[src/rtl/htfd_pkg.sv]
// package: frame codes, status codes, scaling constants and the crc-8 byte step
`timescale 1ns / 1ps
`default_nettype none

package htfd_pkg;

  localparam int DataW   = 8;
  localparam int WordW   = 16;
  localparam int TempW   = 15;
  localparam int HumW    = 7;
  localparam int StatusW = 2;
  localparam int PosW    = 3;

  // byte positions inside the six byte frame
  localparam logic [PosW-1:0] POS_TEMP_HI = 3'd0;
  localparam logic [PosW-1:0] POS_TEMP_LO = 3'd1;
  localparam logic [PosW-1:0] POS_TEMP_CRC = 3'd2;
  localparam logic [PosW-1:0] POS_HUM_HI = 3'd3;
  localparam logic [PosW-1:0] POS_HUM_LO = 3'd4;
  localparam logic [PosW-1:0] POS_HUM_CRC = 3'd5;
  localparam logic [PosW-1:0] POS_IDLE = 3'd6;

  localparam logic [StatusW-1:0] STATUS_OK = 2'd0;
  localparam logic [StatusW-1:0] STATUS_TEMP_CRC = 2'd1;
  localparam logic [StatusW-1:0] STATUS_HUM_CRC = 2'd2;

  localparam logic [DataW-1:0] CRC_POLY = 8'h31;
  localparam logic [DataW-1:0] CRC_INIT = 8'hFF;

  localparam int TempProdW = 31;  // 65535 * 17500 fits
  localparam int HumProdW = 23;   // 65535 * 100 fits
  localparam logic [14:0] TEMP_SPAN = 15'd17500;
  localparam logic [6:0] HUM_SPAN = 7'd100;
  localparam logic [15:0] TEMP_OFFSET = 16'd4500;

  typedef struct packed {
    logic [WordW-1:0]   temp_word;
    logic [WordW-1:0]   hum_word;
    logic [StatusW-1:0] status;
  } frame_t;

  function automatic logic [DataW-1:0] crc8_step(input logic [DataW-1:0] crc,
                                                 input logic [DataW-1:0] b);
    logic [DataW-1:0] c;
    c = crc ^ b;
    for (int k = 0; k < 8; k++) begin
      if (c[7]) begin
        c = {c[6:0], 1'b0} ^ CRC_POLY;
      end else begin
        c = {c[6:0], 1'b0};
      end
    end
    return c;
  endfunction

endpackage

`default_nettype wire

[src/rtl/htfd_frame.sv]
// frame assembler: byte position, per-word crc-8 and the registered complete frame
`timescale 1ns / 1ps
`default_nettype none

module htfd_frame (
  input  wire logic                      clk,
  input  wire logic                      rst,
  input  wire logic [htfd_pkg::DataW-1:0] data_byte,
  input  wire logic                      frame_start,
  input  wire logic                      in_valid,
  output logic                           in_stall,
  input  wire logic                      down_ready,
  output logic                           frame_valid,
  output htfd_pkg::frame_t               frame
);

  logic [htfd_pkg::PosW-1:0]  pos;
  logic [htfd_pkg::PosW-1:0]  pos_next;
  logic [htfd_pkg::DataW-1:0] crc;
  logic [htfd_pkg::DataW-1:0] crc_next;
  logic [htfd_pkg::WordW-1:0] temp_word;
  logic [htfd_pkg::WordW-1:0] temp_word_next;
  logic                       temp_ok;
  logic                       temp_ok_next;
  logic [htfd_pkg::DataW-1:0] hum_high;
  logic [htfd_pkg::DataW-1:0] hum_high_next;
  logic [htfd_pkg::DataW-1:0] hum_low;
  logic [htfd_pkg::DataW-1:0] hum_low_next;
  logic [htfd_pkg::PosW-1:0]  cur_pos;
  logic [htfd_pkg::DataW-1:0] crc_step;
  logic                       accept;
  logic                       done;
  htfd_pkg::frame_t           frame_next;

  assign in_stall = frame_valid && !down_ready;
  assign accept   = in_valid && !in_stall;
  assign cur_pos  = frame_start ? htfd_pkg::POS_TEMP_HI : pos;

  // start of a word restarts from the init value
  assign crc_step = htfd_pkg::crc8_step(
    (cur_pos == htfd_pkg::POS_TEMP_HI || cur_pos == htfd_pkg::POS_HUM_HI) ?
    htfd_pkg::CRC_INIT : crc, data_byte);

  always_comb begin
    pos_next       = pos;
    crc_next       = crc;
    temp_word_next = temp_word;
    temp_ok_next   = temp_ok;
    hum_high_next  = hum_high;
    hum_low_next   = hum_low;
    done           = 1'b0;
    frame_next.temp_word = temp_word;
    frame_next.hum_word  = {hum_high, hum_low};
    frame_next.status    = htfd_pkg::STATUS_OK;
    if (!temp_ok) begin
      frame_next.status = htfd_pkg::STATUS_TEMP_CRC;
    end else if (crc != data_byte) begin
      frame_next.status = htfd_pkg::STATUS_HUM_CRC;
    end
    unique case (cur_pos)
      htfd_pkg::POS_TEMP_HI: begin
        crc_next       = crc_step;
        temp_word_next = {data_byte, 8'h00};
        pos_next       = htfd_pkg::POS_TEMP_LO;
      end
      htfd_pkg::POS_TEMP_LO: begin
        crc_next       = crc_step;
        temp_word_next = {temp_word[15:8], data_byte};
        pos_next       = htfd_pkg::POS_TEMP_CRC;
      end
      htfd_pkg::POS_TEMP_CRC: begin
        temp_ok_next = (crc == data_byte);
        crc_next     = htfd_pkg::CRC_INIT;
        pos_next     = htfd_pkg::POS_HUM_HI;
      end
      htfd_pkg::POS_HUM_HI: begin
        crc_next      = crc_step;
        hum_high_next = data_byte;
        pos_next      = htfd_pkg::POS_HUM_LO;
      end
      htfd_pkg::POS_HUM_LO: begin
        crc_next     = crc_step;
        hum_low_next = data_byte;
        pos_next     = htfd_pkg::POS_HUM_CRC;
      end
      htfd_pkg::POS_HUM_CRC: begin
        crc_next = htfd_pkg::CRC_INIT;
        pos_next = htfd_pkg::POS_IDLE;
        done     = 1'b1;
      end
      default: begin
        // idle and the unused code: byte is dropped
      end
    endcase
  end

  always_ff @(posedge clk) begin
    if (rst) begin
      pos         <= htfd_pkg::POS_TEMP_HI;
      crc         <= htfd_pkg::CRC_INIT;
      temp_word   <= '0;
      temp_ok     <= 1'b0;
      hum_high    <= '0;
      hum_low     <= '0;
      frame_valid <= 1'b0;
    end else begin
      if (accept) begin
        pos       <= pos_next;
        crc       <= crc_next;
        temp_word <= temp_word_next;
        temp_ok   <= temp_ok_next;
        hum_high  <= hum_high_next;
        hum_low   <= hum_low_next;
      end
      if (accept && done) begin
        frame_valid <= 1'b1;
      end else if (down_ready) begin
        frame_valid <= 1'b0;
      end
    end
  end

  always_ff @(posedge clk) begin
    if (accept && done) begin
      frame <= frame_next;
    end
  end

endmodule

`default_nettype wire

[src/rtl/htfd_scale.sv]
// scaler: product stage, divide by 65535 and offset, result register
`timescale 1ns / 1ps
`default_nettype none

module htfd_scale (
  input  wire logic                          clk,
  input  wire logic                          rst,
  input  wire logic                          frame_valid,
  input  wire htfd_pkg::frame_t              frame,
  output logic                               up_ready,
  output logic                               out_valid,
  input  wire logic                          out_stall,
  output logic signed [htfd_pkg::TempW-1:0]  temperature_centi,
  output logic [htfd_pkg::HumW-1:0]          humidity_percent,
  output logic [htfd_pkg::StatusW-1:0]       frame_status
);

  logic                             prod_valid;
  logic [htfd_pkg::TempProdW-1:0]   temp_prod;
  logic [htfd_pkg::HumProdW-1:0]    hum_prod;
  logic [htfd_pkg::StatusW-1:0]     prod_status;
  logic                             out_ready;
  logic [31:0]                      temp_sum;
  logic [23:0]                      hum_sum;
  logic [15:0]                      temp_quot;
  logic [15:0]                      temp_value;
  logic [htfd_pkg::HumW-1:0]        hum_quot;

  assign out_ready = !out_valid || !out_stall;
  assign up_ready  = !prod_valid || out_ready;

  // floor(x / 65535) = (x + (x >> 16) + 1) >> 16 for products in range
  assign temp_sum   = {1'b0, temp_prod} + 32'(temp_prod[30:16]) + 32'd1;
  assign hum_sum    = {1'b0, hum_prod} + 24'(hum_prod[22:16]) + 24'd1;
  assign temp_quot  = temp_sum[31:16];
  assign hum_quot   = hum_sum[22:16];
  assign temp_value = temp_quot - htfd_pkg::TEMP_OFFSET;

  always_ff @(posedge clk) begin
    if (rst) begin
      prod_valid <= 1'b0;
      out_valid  <= 1'b0;
    end else begin
      if (up_ready) begin
        prod_valid <= frame_valid;
      end
      if (out_ready) begin
        out_valid <= prod_valid;
      end
    end
  end

  always_ff @(posedge clk) begin
    if (up_ready && frame_valid) begin
      temp_prod   <= htfd_pkg::TempProdW'(frame.temp_word) * htfd_pkg::TEMP_SPAN;
      hum_prod    <= htfd_pkg::HumProdW'(frame.hum_word) * htfd_pkg::HUM_SPAN;
      prod_status <= frame.status;
    end
    if (out_ready && prod_valid) begin
      frame_status <= prod_status;
      if (prod_status == htfd_pkg::STATUS_OK) begin
        temperature_centi <= temp_value[htfd_pkg::TempW-1:0];
        humidity_percent  <= hum_quot;
      end else begin
        temperature_centi <= '0;
        humidity_percent  <= '0;
      end
    end
  end

endmodule

`default_nettype wire

[src/rtl/humidity_temp_frame_decoder_unit.sv]
// top level: sensor frame decoder, frame assembler feeding the scaler
//
// input channel: one frame byte per item on data_byte, frame_start high on
// the first byte of a six byte frame (temperature word, its crc-8, humidity
// word, its crc-8, words big endian, crc-8 poly 0x31 init 0xff per word).
// a byte without frame_start after a complete frame is dropped.
// output channel: one item per complete frame with temperature_centi
// (hundredths of a degree), humidity_percent and frame_status
// (0 ok, 1 temperature crc bad, 2 humidity crc bad; values zero on error).
// throughput: one byte per cycle while in_stall is low. the sixth byte
// completes the frame register; the item then passes the product register
// and the result register, and the divide by 65535 is an add and shift
// after the product register.
// reset clears the byte position to the first byte and empties all stages.
// when the receiver stalls, results back up through the two stages; in_stall
// rises only once the frame register holds a frame that cannot move on.
`timescale 1ns / 1ps
`default_nettype none

module humidity_temp_frame_decoder_unit (
  input  wire logic                          clk,
  input  wire logic                          rst,
  input  wire logic                          in_valid,
  output logic                               in_stall,
  input  wire logic [htfd_pkg::DataW-1:0]    data_byte,
  input  wire logic                          frame_start,
  output logic                               out_valid,
  input  wire logic                          out_stall,
  output logic signed [htfd_pkg::TempW-1:0]  temperature_centi,
  output logic [htfd_pkg::HumW-1:0]          humidity_percent,
  output logic [htfd_pkg::StatusW-1:0]       frame_status
);

  logic             frame_valid;
  logic             scale_ready;
  htfd_pkg::frame_t frame;

  htfd_frame u_frame (
    .clk         (clk),
    .rst         (rst),
    .data_byte   (data_byte),
    .frame_start (frame_start),
    .in_valid    (in_valid),
    .in_stall    (in_stall),
    .down_ready  (scale_ready),
    .frame_valid (frame_valid),
    .frame       (frame)
  );

  htfd_scale u_scale (
    .clk               (clk),
    .rst               (rst),
    .frame_valid       (frame_valid),
    .frame             (frame),
    .up_ready          (scale_ready),
    .out_valid         (out_valid),
    .out_stall         (out_stall),
    .temperature_centi (temperature_centi),
    .humidity_percent  (humidity_percent),
    .frame_status      (frame_status)
  );

endmodule

`default_nettype wire

[config.mk]
export PLATFORM = sky130hd
export DESIGN_NAME = humidity_temp_frame_decoder_unit
export DESIGN_NICKNAME = d
export VERILOG_FILES = /design/src/rtl/htfd_pkg.sv /design/src/rtl/htfd_frame.sv /design/src/rtl/htfd_scale.sv /design/src/rtl/humidity_temp_frame_decoder_unit.sv
export SDC_FILE = /design/constraint.sdc
export NUM_CORES = 1
export LEC_CHECK = 0
export ABC_CLOCK_PERIOD_IN_PS = 4600
export BUFFER_PORTS_ARGS = -buffer_cell sky130_fd_sc_hd__buf_2
export CORE_ASPECT_RATIO = 0.5
export CORE_MARGIN = 8
export CORE_UTILIZATION = 35
export DETAILED_ROUTE_END_ITERATION = 8
export PLACE_DENSITY = 0.57
export RECOVER_POWER = 50
export SLEW_MARGIN = 20
export SYNTH_ARGS = -nofsm -noshare
export SYNTH_HDL_FRONTEND = slang
export SYNTH_SLANG_ARGS = --single-unit
[constraint.sdc]
create_clock -name clk -period 4.6 [get_ports clk]
set_input_delay 0.23 -clock clk [delete_from_list [all_inputs] [get_ports clk]]
set_output_delay 0.23 -clock clk [all_outputs]
set_load 0.05 [all_outputs]
==> metrics.log <==
INFO  metric run_status = finished with violations
INFO  metric failed_checks = max-capacitance violations, max-slew violations
INFO  metric post_synth.cell_area_avg = 10.43 sq um
INFO  metric routed_wirelength = 24,480 um
INFO  metric cts.htree.levels = 4
INFO  metric hp-class = in -> reg
INFO  metric clock_latency = 430 ps
INFO  metric fp.dieArea = 0.03976 sq mm
INFO  metric r2r_start = u_frame.frame[26]
INFO  metric r2r_cells = 15
INFO  metric antenna_left = 0
INFO  metric internal_power = 2.323 mW
INFO  metric timing.hold.worst_path_depth = 3
INFO  metric fin_nets = 1,452
INFO  metric synthesis.yosys.warnings = 0
INFO  metric post-route-period-util = 0.9980
INFO  metric timing.rr.end = u_scale.temp_prod[30]
INFO  metric final_max_slew_viol_count = 105
INFO  metric holdBufCountCts = 0
INFO  metric start_kind = register
INFO  metric drt_drc_violations_left = 0
INFO  metric crit_path_max_fanout = 4
INFO  metric placed_area = 0.01268 sq mm
INFO  metric clockRootBuffer = sky130_fd_sc_hd__clkbuf_16
INFO  metric post-synth-top-area-cell = sky130_fd_sc_hd__edfxtp_1
INFO  metric start_util = 0.3540
INFO  metric numCtsBuffers = 17
INFO  metric sequentialPowerShare = 0.493
INFO  metric antenna_found_initial = 0
INFO  metric yosysSeqAreaShare = 0.3640
INFO  metric leakage_power = 6.001 nW
INFO  metric finClkSkew = 16.34 ps
INFO  metric power.share.clock = 0.450
INFO  metric synth.most_common_cell = sky130_fd_sc_hd__ha_1
INFO  metric worst_slew_pin_slew = 2789 ps
INFO  metric netSwitchingPower = 782.7 uW
INFO  metric power_density = 229.7 mW/mm^2
INFO  metric grt_max_degree = 53
INFO  metric power.share.combinational = 0.056
INFO  metric grtUsageTotal = 0.1265
INFO  metric syn_nets = 1,357
INFO  metric synth-async-reset-ratio = 0
INFO  metric number_of_ports_placed_on_the_die_boundary = 39
INFO  metric final_area = 0.01352 sq mm
INFO  metric tritoncts = built
INFO  metric detailedPlacementHpwl = 19,040 um
INFO  metric core_region_area = 0.03293 sq mm
INFO  metric fmax = 217.8 MHz
INFO  metric antenna_cells_inserted = 0
INFO  metric final_layout_size_suffix_gt1_frac = 0.1215
INFO  metric slew_headroom = -0.8595
INFO  metric post-route-min-period = 4591 ps
INFO  metric reg2reg_slack = 9 ps
INFO  metric critPathRequiredTime = 4790 ps
INFO  metric synth_top_cells_by_area = sky130_fd_sc_hd__edfxtp_1 28%, sky130_fd_sc_hd__ha_1 18%, sky130_fd_sc_hd__fa_1 9.6%
INFO  metric most_used_dff_post_synth = sky130_fd_sc_hd__edfxtp_1
INFO  metric critical_path_class = reg -> reg
INFO  metric syn-instance-count = 1,118
INFO  metric rows = 47
INFO  metric min-delay-start = out_stall
INFO  metric ir_drop_worst_case_vdd = 238.1 uV
INFO  metric worstHoldEndpoint = u_scale.out_valid
INFO  metric rsz0062_at_grt = yes
INFO  metric synth_cell_types = 64
INFO  metric detailroute.via_count = 8,208
INFO  metric hold_violations = 0
INFO  metric synth.top_cells.by_count = 170 x sky130_fd_sc_hd__ha_1, 169 x sky130_fd_sc_hd__inv_1, 110 x sky130_fd_sc_hd__edfxtp_1
INFO  metric post_synth_edffs = 110
INFO  metric via_count_of_the_first_global_routing_pass = 8,562
INFO  metric gp_congestion = 0.8437
INFO  metric cp-end-kind = register
INFO  metric synth.ff_latch_count = 157
INFO  metric floorplan_die_height = 145.1 um
INFO  metric die_w = 274.1 um
INFO  metric power.switching_fraction = 0.2520
INFO  metric cap_violations = 2
INFO  metric io_buffer_count = 38
INFO  metric area.growth.synth_to_final = 15.99%
INFO  metric drt_pass1_iterations = 5
INFO  metric cp_data_arrival_time = 4780 ps
INFO  metric n_fill_cell = 3,137
INFO  metric viasPerCell = 4.924
INFO  metric synth.top_cell.area_share = 0.2833
INFO  metric setup-tns-final = 0 ps
INFO  metric clockBufferDepth = 2
INFO  metric wire_length_of_the_first_global_routing_pass = 41,770 um
INFO  metric syn-cell-area = 0.01166 sq mm
INFO  metric routedWlPerCell = 14.68 um
INFO  metric clock_transition_at_the_register_clock_pins_on_the_worst_setup_and_hold_paths_after_cts = 70 ps
INFO  metric drtIter0Drc = 397
INFO  metric finalSetupViolations = 0
INFO  metric clock_sink_count = 157
INFO  metric grt_remaining_overflow = 0
==> layout by cell type (no fill, tap or decap), drive strengths merged, types with 5 or more instances in the layout <==
master / count
a311oi: 6
o21ai: 31
nand2: 43
fa: 56
o211ai: 10
and2: 7
buf: 68
nand3: 22
inv: 181
a31oi: 8
nor3b: 10
nand2b: 13
or3: 14
mux2i: 23
a21o: 12
nor3: 26
nor4: 7
dfxtp: 47
nand4: 11
a211oi: 15
xor2: 27
and3: 10
o21a: 12
edfxtp: 110
o22ai: 5
a21oi: 63
nor2: 76
ha: 170
clkbuf: 45
xnor2: 38
a31o: 5
==> power groups by stage <==
stage	Combinational (mW)	Clock [mW]	Sequential, mW
2_1_floorplan	0.130	0	1.56
3_3_place_gp	0.165	0	1.56
3_5_place_dp	0.169	0	1.56
4_1_cts	0.172	1.43	1.53
5_1_grt	0.194	1.49	1.53
6_report	0.175	1.40	1.53
==> metal layers <==
layer | GRT usage | vias to the layer above | share of wire
li1 | - | 4136 | -
met1 | 0.1523 | 3898 | 0.45
met2 | 0.2237 | 133 | 0.50
met3 | 0.02297 | 41 | 0.032
met4 | 0.04567 | 0 | 0.024
met5 | 0 | - | 0
==> through the flow <==
step	cells	power, mW	setup WS [ps]	hold WS (ps)	utilization
3_5_place_dp	1623	1.732	-253.3	417.8	0.3851
2_1_floorplan	1118	1.687	-35.53	373.9	-
5_1_grt	1667	3.222	-197.2	83.88	0.4106
3_3_place_gp	1623	1.728	-171.8	416.8	0.3851
6_report	1667	3.106	9.343	74.77	0.4106
4_1_cts	1663	3.138	0.8087	76.71	0.4080
==> layout make-up <==
class | instances | area [sq um] | area share
multi-input combinational | 770 | 6903 | 0.5105
sequential | 157 | 4244 | 0.3138
inverter | 171 | 641.9 | 0.04746
timing repair buffer | 96 | 589.3 | 0.04358
tap | 441 | 551.8 | 0.04080
clock buffer | 17 | 425.4 | 0.03146
clock inverter | 15 | 167.7 | 0.01240
==> worst max-delay path: stages, from the launching register on <==
cell and delay [ps]:
sky130_fd_sc_hd__edfxtp_1 450, sky130_fd_sc_hd__ha_1 330, sky130_fd_sc_hd__fa_1 460, sky130_fd_sc_hd__ha_1 310, sky130_fd_sc_hd__inv_1 70, sky130_fd_sc_hd__fa_1 440
sky130_fd_sc_hd__fa_1 540, sky130_fd_sc_hd__inv_1 40, sky130_fd_sc_hd__ha_1 190, sky130_fd_sc_hd__or4_4 480, sky130_fd_sc_hd__o211ai_1 170, sky130_fd_sc_hd__buf_4 160
sky130_fd_sc_hd__a31oi_4 110, sky130_fd_sc_hd__a211oi_4 290, sky130_fd_sc_hd__o31ai_2 110, sky130_fd_sc_hd__a31o_1 200
==> worst max path at each step <==
stage	endpoint	slack [ps]	depth (start not counted)	from
final	u_scale.temp_prod[30]	9	15	u_frame.frame[26]
after global routing	u_scale.temp_prod[24]	-200	18	u_frame.frame[31]
after CTS	u_scale.temp_prod[27]	0.8	17	u_frame.frame[28]
after detailed placement	u_scale.temp_prod[30]	-250	14	u_frame.frame[25]
after global placement	u_scale.temp_prod[30]	-170	14	u_frame.frame[27]
after floorplan	u_scale.temp_prod[27]	-40	17	u_frame.frame[29]
==> cells by family after synthesis <==
logic type	after synthesis	share of synthesized area
fa+ha+maj	226	0.2786
buf+inv	191	0.06149
flops	157	0.3640
mux	26	0.02264
compound gates	199	0.1119
xor+xnor	67	0.05473
simple gates	252	0.1066
==> timing repair <==
item                                    4_1_cts  5_1_grt
pin swaps                                     6        7
endpoints found under the setup margin       11       12
resized for setup                            17       19
gates cloned                                  0        0
setup buffers                                 8        4
==> registers in the layout, indices dropped and copies added, names as in the netlist, 3 cells and up <==
signal,cells
u_scale.temp_prod,29
u_scale.temperature_centi,15
u_scale.humidity_percent,7
u_frame.crc,8
u_frame.temp_word,16
u_frame.hum_high,8
u_scale.hum_prod,21
u_frame.hum_low,8
u_frame.pos,3
u_frame.frame,34
Power figures use the tool's default switching activity.
